==> config.mk <==
export PLATFORM = sky130hd
export DESIGN_NAME = dsu_ctrl
export DESIGN_NICKNAME = d
export VERILOG_FILES = /design/src/dsu_pkg.sv /design/src/dsu_ctrl.sv
export SDC_FILE = /design/constraint.sdc
export NUM_CORES = 1
export LEC_CHECK = 0
export BUFFER_PORTS_ARGS = -buffer_cell sky130_fd_sc_hd__buf_2
export CORE_AREA = 3 3 40 42
export CTS_CLUSTER_SIZE = 12
export DETAILED_ROUTE_END_ITERATION = 8
export DIE_AREA = 0 0 43 45
export SLEW_MARGIN = 5
export SYNTH_ARGS = -nofsm -noshare
export SYNTH_HDL_FRONTEND = slang
export SYNTH_SLANG_ARGS = --single-unit
export TNS_END_PERCENT = 5
==> constraint.sdc <==
create_clock -name i_clk -period 1.37 [get_ports i_clk]
set_input_delay 0.0685 -clock i_clk [delete_from_list [all_inputs] [get_ports i_clk]]
set_output_delay 0.0685 -clock i_clk [all_outputs]
set_load 0.01 [all_outputs]
==> src/dsu_pkg.sv <==
`default_nettype none

package dsu_pkg;

    // Field widths on the stream ports
    localparam int ELEM_FIELD_W = 10;
    localparam int SIZE_FIELD_W = 11;
    localparam int S_TDATA_W    = 24;
    localparam int S_TUSER_W    = 1;
    localparam int M_TDATA_W    = 24;
    localparam int M_PAD_W      = M_TDATA_W - (ELEM_FIELD_W + 1 + SIZE_FIELD_W);

    // Request kinds carried on tuser
    typedef enum logic {
        REQ_FIND  = 1'b0,
        REQ_UNION = 1'b1
    } t_req_kind;

    // Controller to datapath commands
    typedef struct packed {
        logic in_ready;   // idle, take a request beat
        logic load_req;   // latch request, point cursor at first element
        logic clr_write;  // write one cleared entry, advance sweep
        logic rd_cur;     // read the entry under the cursor
        logic step_walk;  // move cursor to the parent just read
        logic found;      // record root and size, rewind cursor to path start
        logic comp_step;  // rewrite cursor entry to root, move to old parent
        logic next_b;     // save first root, point cursor at second element
        logic link_lose;  // hang smaller root under larger
        logic link_win;   // write summed size into surviving root
        logic load_out;   // fill the output register
    } t_dsu_cmd;

    // Datapath to controller status
    typedef struct packed {
        logic q_is_root;    // entry just read is a root
        logic cur_is_root;  // cursor reached the recorded root
        logic roots_equal;  // both union operands share one root
        logic clr_last;     // sweep at the final entry
        logic is_union;     // latched request is a union
        logic out_free;     // output register can take a result
    } t_dsu_sts;

endpackage

`default_nettype wire

==> src/dsu_ctrl.sv <==
`default_nettype none

module dsu_ctrl
    import dsu_pkg::*;
(
    input  wire logic     i_clk,
    input  wire logic     i_rst_n,
    input  wire logic     i_s_tvalid,
    input  wire t_dsu_sts i_sts,
    output t_dsu_cmd      o_cmd
);

    typedef enum logic [3:0] {
        ST_CLEAR,
        ST_IDLE,
        ST_WALK_RD,
        ST_WALK_CHK,
        ST_COMP_TEST,
        ST_COMP_CHK,
        ST_LINK_LOSE,
        ST_LINK_WIN,
        ST_RESULT
    } t_state;

    t_state r_state;
    t_state n_state;
    logic   r_phase_b;
    logic   n_phase_b;

    // Decode commands and next state
    always_comb begin
        o_cmd     = '0;
        n_state   = r_state;
        n_phase_b = r_phase_b;
        case (r_state)
            ST_CLEAR: begin
                o_cmd.clr_write = 1'b1;
                if (i_sts.clr_last) begin
                    n_state = ST_IDLE;
                end
            end
            ST_IDLE: begin
                o_cmd.in_ready = 1'b1;
                if (i_s_tvalid) begin
                    o_cmd.load_req = 1'b1;
                    n_phase_b      = 1'b0;
                    n_state        = ST_WALK_RD;
                end
            end
            ST_WALK_RD: begin
                o_cmd.rd_cur = 1'b1;
                n_state      = ST_WALK_CHK;
            end
            ST_WALK_CHK: begin
                if (i_sts.q_is_root) begin
                    o_cmd.found = 1'b1;
                    n_state     = ST_COMP_TEST;
                end else begin
                    o_cmd.step_walk = 1'b1;
                    n_state         = ST_WALK_RD;
                end
            end
            ST_COMP_TEST: begin
                if (!i_sts.cur_is_root) begin
                    o_cmd.rd_cur = 1'b1;
                    n_state      = ST_COMP_CHK;
                end else if (!i_sts.is_union) begin
                    n_state = ST_RESULT;
                end else if (!r_phase_b) begin
                    o_cmd.next_b = 1'b1;
                    n_phase_b    = 1'b1;
                    n_state      = ST_WALK_RD;
                end else if (i_sts.roots_equal) begin
                    n_state = ST_RESULT;
                end else begin
                    n_state = ST_LINK_LOSE;
                end
            end
            ST_COMP_CHK: begin
                o_cmd.comp_step = 1'b1;
                n_state         = ST_COMP_TEST;
            end
            ST_LINK_LOSE: begin
                o_cmd.link_lose = 1'b1;
                n_state         = ST_LINK_WIN;
            end
            ST_LINK_WIN: begin
                o_cmd.link_win = 1'b1;
                n_state        = ST_RESULT;
            end
            ST_RESULT: begin
                if (i_sts.out_free) begin
                    o_cmd.load_out = 1'b1;
                    n_state        = ST_IDLE;
                end
            end
            default: begin
                n_state = ST_CLEAR;
            end
        endcase
    end

    // Hold state
    always_ff @(posedge i_clk) begin
        if (!i_rst_n) begin
            r_state   <= ST_CLEAR;
            r_phase_b <= 1'b0;
        end else begin
            r_state   <= n_state;
            r_phase_b <= n_phase_b;
        end
    end

endmodule

`default_nettype wire

Word level (Yosys, flattened, before mapping)

Cells that the tools add are included.
Widths: inputs -> output; s select.

Register bits after elaboration: 5
Output and inout port bits: 11
Logic and storage cells: 49

Equal/unequal tests: 13
Mux-type cells: 30
Reduce and logical (&&, ||, !) cells: 4

Operators by type and width:

| kind               | count |
|---|---|
| $pmux 4 s9         | 1 |
| $mux 4             | 7 |
| $mux 1             | 17 |
| $eq 4x3->1 const B | 4 |
| $ne 2x2->1 const B | 5 |
| $eq 4x2->1 const B | 2 |
| $eq 4x1->1 const B | 1 |
| $eq 4x4->1 const B | 1 |
| $logic_not 4->1    | 1 |
| $mux 2             | 2 |
| $pmux 1 s2         | 2 |
| $reduce_and 4->1   | 1 |
| $mux 3             | 1 |
| $reduce_and 3->1   | 1 |
| $reduce_bool 2->1  | 1 |

Logic depth before layout (Yosys ltp)

Gate-level depths: netlist of the first run.

Depth in word-level cells: 5
Depth in mapped cells: 5
Mapped depth without buffers: 4

Worst setup path before layout of the first run

OpenSTA, ideal clock, no wires.

Path type: register -> register
From: register r_state[2]
To: register r_state[1]
Arrival time: 1.156 ns
Data required time: 1.309 ns
Setup slack: 0.153 ns
Cell stages (with the launch flop): 5
Clock period less this slack: 1.217 ns
Path through: dfxtp_1 > buf_6 > or4b_4 > nand2_1 > and4_1

Word-level cells in the longest chain between the ends: 3

Ends and longest elaborated chain:

| item                               | RTL line        | text |
|---|---|---|
| start, declared                    | dsu_ctrl.sv:25  | `t_state r_state;` |
| start signal, assigned             | dsu_ctrl.sv:109 | `r_state <= n_state;` |
| $eq 4x4->1 (tied with other cells) | dsu_ctrl.sv:35  | `case (r_state)` |
| $ne 2x2->1 (no source line)        | n/a             |  |
| $reduce_and 3->1 (no source line)  | n/a             |  |

Several ways; a longest one is shown, not always the timed one.
A chain may end at the register's enable or synchronous reset.

==> results of run 1 <==
## worst paths after layout
path | from | endpoint | cells past startpoint
worst max-delay path | r_state[2]$_SDFFE_PN0P_ | o_cmd[0] | 3
worst max register to register | r_state[2]$_SDFFE_PN0P_ | r_state[1]$_SDFFE_PN0P_ | 3
worst min-delay path | i_rst_n | r_state[2]$_SDFFE_PN0P_ | 2
worst min register to register | r_state[1]$_SDFFE_PN0P_ | r_state[0]$_SDFFE_PN0P_ | 2
## where the power goes
group / leakage, nW / switching [mW] / internal (mW)
combinational: 0.242 / 0.172 / 0.177
sequential: 0.0430 / 0.0306 / 0.170
clock: 0.0150 / 0.0618 / 0.110
## routing by layer
layer | global-route usage | up-vias
met5 | 0 | -
met4 | 0.0904 | 0
met3 | 0.0239 | 2
met2 | 0.254 | 23
met1 | 0.154 | 261
li1 | - | 276
## stage by stage
stage | setup TNS, ps | hold slack, ps
detailed placement | 0 | 345
global placement | 0 | 333
global route | -238 | 80.3
finish | -53.3 | 84.9
floorplan | 0 | 186
CTS | -208 | 81.2
## timing repair
item,CTS,global route
setup endpoints to repair,6,5
gates resized for setup,3,15
pin swaps,0,7
hold buffers,0,0
endpoints found under the hold margin,0,0
setup buffers,0,1
## Yosys cell counts (3+ instances only)
master and number:
a21oi_1 7, nor3_1 7, dfxtp_1 5, nor2_1 6, nand2_1 5, inv_1 3
## flip-flops by register name, indices dropped and copies added (netlist names)
register / flops
r_state: 4
r_phase_b: 1
## logic make-up (layout without fill, tap and decap cells)
group | Yosys count | in the layout | synth area share
DFF | 5 | 5 | 0.231
and+or+nand+nor | 34 | 34 | 0.454
AOI/OAI and AO/OA | 15 | 15 | 0.208
buffers and inverters | 7 | 32 | 0.0838
muxes | 1 | 1 | 0.0231
## final cells by class
class	count	area share
Sequential cell	5	0.169
Multi-Input combinational cell	50	0.502
Timing Repair Buffer	25	0.238
Inverter	3	0.0212
Tap cell	15	0.0288
Clock buffer	4	0.0404
## worst register-to-register path: stages, from the launching register on
cell     delay, ps
dfxtp_4        350
or4b_4         550
nand2_1         90
and4_1         180
==> qor.csv, run 1 <==
stage;metric;value;unit
logic_synthesis;Synth Net Count;71;
routing;ANT nets after route;0;
cells_and_area;fill count;141;
placed_design;dpl cell area;559;um2
routing;DR WL met3;94;um
cells_and_area;most common cell after layout, fill and taps aside;buf_2;
power;Leak;0.300;nW
routing;DRT iter0 DRCs;6;
clocking;CTS Buffer Depth;2;
logic_synthesis;register area share after synthesis;0.231;
logic_synthesis;synth warn;0;
routing;Top Metal Used;met4;
routing;drt first pass iters;4;
timing;RSZ-0062 raised after global routing;true;
cells_and_area;Final Non-Filler Cells;102;
run_status;status;complete, but fails checks;
logic_synthesis;Yosys reg bits;5;
cells_and_area;Area Overhead vs Synth;50.3;%
timing;Slew Viols, Final;0;
logic_synthesis;top_reg_cell synth;dfxtp_1;
clocking;Clock Sinks;5;
routing;met2 WL;646;um
power;total power;0.722;mW
setup_path;critical path's slowest cell;or4b_4;
cells_and_area;fin nets;97;
logic_synthesis;EDFF count, synth;0;
grt;vias in the first global route;501;
grt;overall routing resource usage;0.142;
die;die area;1940;um2
timing;final worst slack;-53.3;ps
clocking;clock slew at reported path FFs;50;ps
cells_and_area;FF/Latch Area;110;um2
routing;routed vias;562;
logic_synthesis;ys async rst share;0;
cells_and_area;most frequent cells in the layout;buf_2, a21oi_1, nor3_1, nand2_1;
logic_synthesis;Netlist cell types;28;
die;I/O pin total;20;
flow_run;Max Cap Viol;0;
logic_synthesis;instance count of the mapped netlist;62;
timing;Rel. slew slack;0.810;
placed_design;routability cong.;0.773;
logic_synthesis;syn_area_per_cell;6.98;um2
die;Starting Density;0.337;
cells_and_area;Multi-input gate area;327;um2
routing;Routed WL;1330;um
clocking;H-tree levels;1;
timing;fin crit period;1420;ps
setup_path;Worst Path Max Fanout;6;
timing;Worst Tran Pin Value;281;ps
logic_synthesis;Mapped Area;433;um2
logic_synthesis;top cells by area, synth;dfxtp_1, a21oi_1, nor3_1;
setup_path;CP Buf/Inv Count;1;
setup_path;crit-path cells;or4b_4, nor2_2, buf_2;
setup_path;Worst EP arrival;1350;ps
setup_path;Critical Path Max Stage Delay;550;ps
die;die width;43;um
timing;f_max;703;MHz
setup_path;CP Data Required Time;1300;ps
grt;pin count of the biggest net entering global routing;10;
run_status;failing checks;negative setup slack;
timing;endpoints failing setup;1;
setup_path;CP startpoint kind;register;
setup_path;Setup Crit Path Kind;reg -> out;
die;core area;1280;um2
cells_and_area;layout cells sized above 1;0.494;
clocking;CTS buffer count;3;
min_path;Tightest Hold Check Type;in -> reg;
grt;initial antenna violation count;0;
setup_path;critical path's top delay family;simple AND/OR/NAND/NOR gates;
die;row cnt;13;
clocking;Skew-Pair Late Insertion Delay;240;ps
grt;global-route wire length before repair;2030;um
power;Max rail drop VDD;0.000475;V
timing;Final Hold Vio Count;0;
power;power per cell area;1110;nW/um2
cells_and_area;n_diodes;0;
logic_synthesis;Synth top area share;0.231;
logic_synthesis;cell taking the most area after synthesis;dfxtp_1;
placed_design;Placed Instances;97;
timing;Period Utilization, post-route;1.04;
cells_and_area;Core Util, Final;0.506;
setup_path;flop2flop setup slack;140;ps
clocking;Root Driver;clkbuf_4;
timing;Setup Skew;4.61;ps
clocking;CTS tree;yes;
placed_design;HPWL after detailed placement;1000;um
setup_path;CP Capture Type;output port;
routing;met1 WL;568;um
routing;wire length per cell;13.0;um
routing;DR vias/cell;5.51;
placed_design;IO Port Bufs;19;
placed_design;Placement Setup Slack;75.2;ps
routing;DRC;0;
die;Die Span Y;45;um
cells_and_area;fin area;651;um2
grt;grt ovf;0;
(Power assumes the default switching activity.)
==> run 2, diff against run 1 <==
CTS_BUF_LIST = sky130_fd_sc_hd__clkbuf_8 sky130_fd_sc_hd__clkbuf_16   (was unset)
==> run 2 against run 1 <==
The run still ends with negative setup slack left. Clock skew fell by 2.0 ps. Routed wire length rose by 8.7%. Total power rose by 18%. Worst hold slack improved by 27 ps. Critical endpoint unchanged. Largest power group unchanged.
==> qor.csv, run 2 (same netlist as run 1, synthesis figures left out) <==
stage;metric;value;unit;change
cells_and_area;layout cells sized above 1;0.522;;was 0.494
power;Max rail drop VDD;0.000531;V;was 0.000475 V
routing;drt first pass iters;4;;unchanged
setup_path;Critical Path Max Stage Delay;540;ps;was 550 ps
clocking;Clock Sinks;5;;unchanged
setup_path;Critical R2R Capture;r_state[1]$_SDFFE_PN0P_;;unchanged
die;Starting Density;0.337;;unchanged
die;row cnt;13;;unchanged
power;total power;0.854;mW;was 0.722 mW
clocking;clock slew at reported path FFs;40;ps;was 50 ps
run_status;status;complete, but fails checks;;unchanged
setup_path;critical path's top delay family;simple AND/OR/NAND/NOR gates;;unchanged
setup_path;CP Capture Type;output port;;unchanged
timing;Sum Neg Setup Slack;-18.4;ps;was -53.3 ps
setup_path;flop2flop setup slack;150;ps;was 140 ps
cells_and_area;Largest Register;r_state;;unchanged
cells_and_area;FF/Latch Area;110;um2;unchanged
routing;Routed WL;1440;um;was 1330 um
timing;f_max;720;MHz;was 703 MHz
grt;vias in the first global route;527;;was 501
timing;WHS;112;ps;was 84.9 ps
timing;Slew Viols, Final;0;;unchanged
grt;initial antenna violation count;0;;unchanged
cells_and_area;Largest register FFs;4;;unchanged
cells_and_area;most common cell after layout, fill and taps aside;buf_2;;unchanged
grt;overall routing resource usage;0.152;;was 0.142
cells_and_area;Core Util, Final;0.546;;was 0.506
run_status;failing checks;negative setup slack;;unchanged
power;Leak;0.324;nW;was 0.300 nW
clocking;Root Driver;clkbuf_8;;was clkbuf_4
timing;Setup Skew;2.60;ps;was 4.61 ps
cells_and_area;n_diodes;0;;unchanged
die;die width;43;um;unchanged
die;Die Span Y;45;um;unchanged
timing;Worst Tran Pin Value;279;ps;was 281 ps
clocking;CTS tree;yes;;unchanged
setup_path;R2R cell count;3;;unchanged
clocking;CTS buffer count;3;;unchanged
clocking;CTS Buffer Depth;2;;unchanged
flow_run;Max Cap Viol;0;;unchanged
routing;ANT nets after route;0;;unchanged
setup_path;critical path's slowest cell;or4b_4;;unchanged
min_path;HP Start;i_rst_n;;unchanged
min_path;Tightest Hold Check Type;in -> reg;;unchanged
clocking;H-tree levels;1;;unchanged
timing;endpoints failing setup;1;;unchanged
cells_and_area;Multi-input gate area;327;um2;unchanged
timing;final worst slack;-18.4;ps;was -53.3 ps
power;power per cell area;1220;nW/um2;was 1110 nW/um2
cells_and_area;most frequent cells in the layout;buf_2, buf_4, a21oi_1, nor3_1, nand2_1;;was buf_2, a21oi_1, nor3_1, nand2_1
routing;wire length per cell;13.5;um;was 13.0 um
routing;routed vias;566;;was 562
grt;global-route wire length before repair;2150;um;was 2030 um
cells_and_area;fill count;140;;was 141
routing;DR vias/cell;5.29;;was 5.51
die;I/O pin total;20;;unchanged
die;core area;1280;um2;unchanged
timing;Final Hold Vio Count;0;;unchanged
setup_path;crit-path cells;or4b_4, nor2_2, buf_2;;unchanged
setup_path;CP Buf/Inv Count;1;;unchanged
placed_design;IO Port Bufs;19;;unchanged
routing;DRT iter0 DRCs;6;;unchanged
setup_path;Setup Crit Path Kind;reg -> out;;unchanged
timing;RSZ-0062 raised after global routing;true;;unchanged
die;die area;1940;um2;unchanged
setup_path;reg-to-reg startpoint;r_state[1]$_SDFFE_PN0P_;;was r_state[2]$_SDFFE_PN0P_
timing;fin crit period;1390;ps;was 1420 ps
min_path;Endpoint, Worst Hold;r_state[2]$_SDFFE_PN0P_;;unchanged
placed_design;routability cong.;0.773;;unchanged
grt;pin count of the biggest net entering global routing;9;;was 10
cells_and_area;Largest regs;r_state x4, r_phase_b x1;;unchanged
min_path;hold path cells;2;;unchanged
setup_path;CP Data Required Time;1300;ps;about the same
setup_path;Worst Path Max Fanout;4;;was 6
setup_path;Worst EP arrival;1320;ps;was 1350 ps
cells_and_area;Area Overhead vs Synth;62.1;%;was 50.3%
grt;grt ovf;0;;unchanged
timing;Rel. slew slack;0.811;;was 0.810
timing;Period Utilization, post-route;1.01;;was 1.04
clocking;Skew-Pair Late Insertion Delay;220;ps;was 240 ps
clocking;Hold-fix buffers, CTS;0;;unchanged
placed_design;HPWL after detailed placement;1000;um;unchanged
placed_design;dpl cell area;559;um2;unchanged
setup_path;CP startpoint kind;register;;unchanged
cells_and_area;fin area;702;um2;was 651 um2
routing;DRC;0;;unchanged
cells_and_area;fin nets;102;;was 97
==> run 2: worst max path at each step <==
stage,slack [ps],end,cells after the start,from
final,-20,o_cmd[0],3,r_state[1]$_SDFFE_PN0P_
after global routing,-60,o_cmd[7],6,r_state[2]$_SDFFE_PN0P_
after CTS,-40,o_cmd[0],3,r_state[1]$_SDFFE_PN0P_
after detailed placement,80,r_phase_b$_SDFFE_PN0P_,4,r_state[2]$_SDFFE_PN0P_
after global placement,110,r_state[1]$_SDFFE_PN0P_,3,r_state[1]$_SDFFE_PN0P_
after floorplan,150,r_state[1]$_SDFFE_PN0P_,4,r_state[2]$_SDFFE_PN0P_
==> run 2: cell type report <==
class	count	area share
clock buffer	3	0.0588
clock inverter	1	0.00535
inverter	3	0.0196
multi-input combinational	50	0.465
sequential	5	0.157
tap	15	0.0267
timing repair buffer	30	0.267
==> run 2: repair_timing <==
action                     CTS  global route
pin swaps                    1             4
gates resized for setup      7            11
buffers inserted             4             2
setup endpoints to repair    5             4
==> run 2: metrics by stage <==
stage	setup slack [ps]	std cells
6_report	-18.4	107
5_1_grt	-61.1	107
4_1_cts	-44.2	105
3_5_place_dp	75.2	97
3_3_place_gp	113	97
2_1_floorplan	153	62
==> run 2: power breakdown <==
part	internal, mW	switching (mW)
clock	0.192	0.0739
combinational	0.204	0.187
sequential	0.170	0.0264
total	0.567	0.287
==> run 2: per-layer routing <==
layer	wire [um]	part of all wire	GRT usage
met5	0	0	0
met4	29	0.020	0.108
met3	88	0.061	0.0239
met2	705	0.49	0.269
met1	618	0.43	0.164
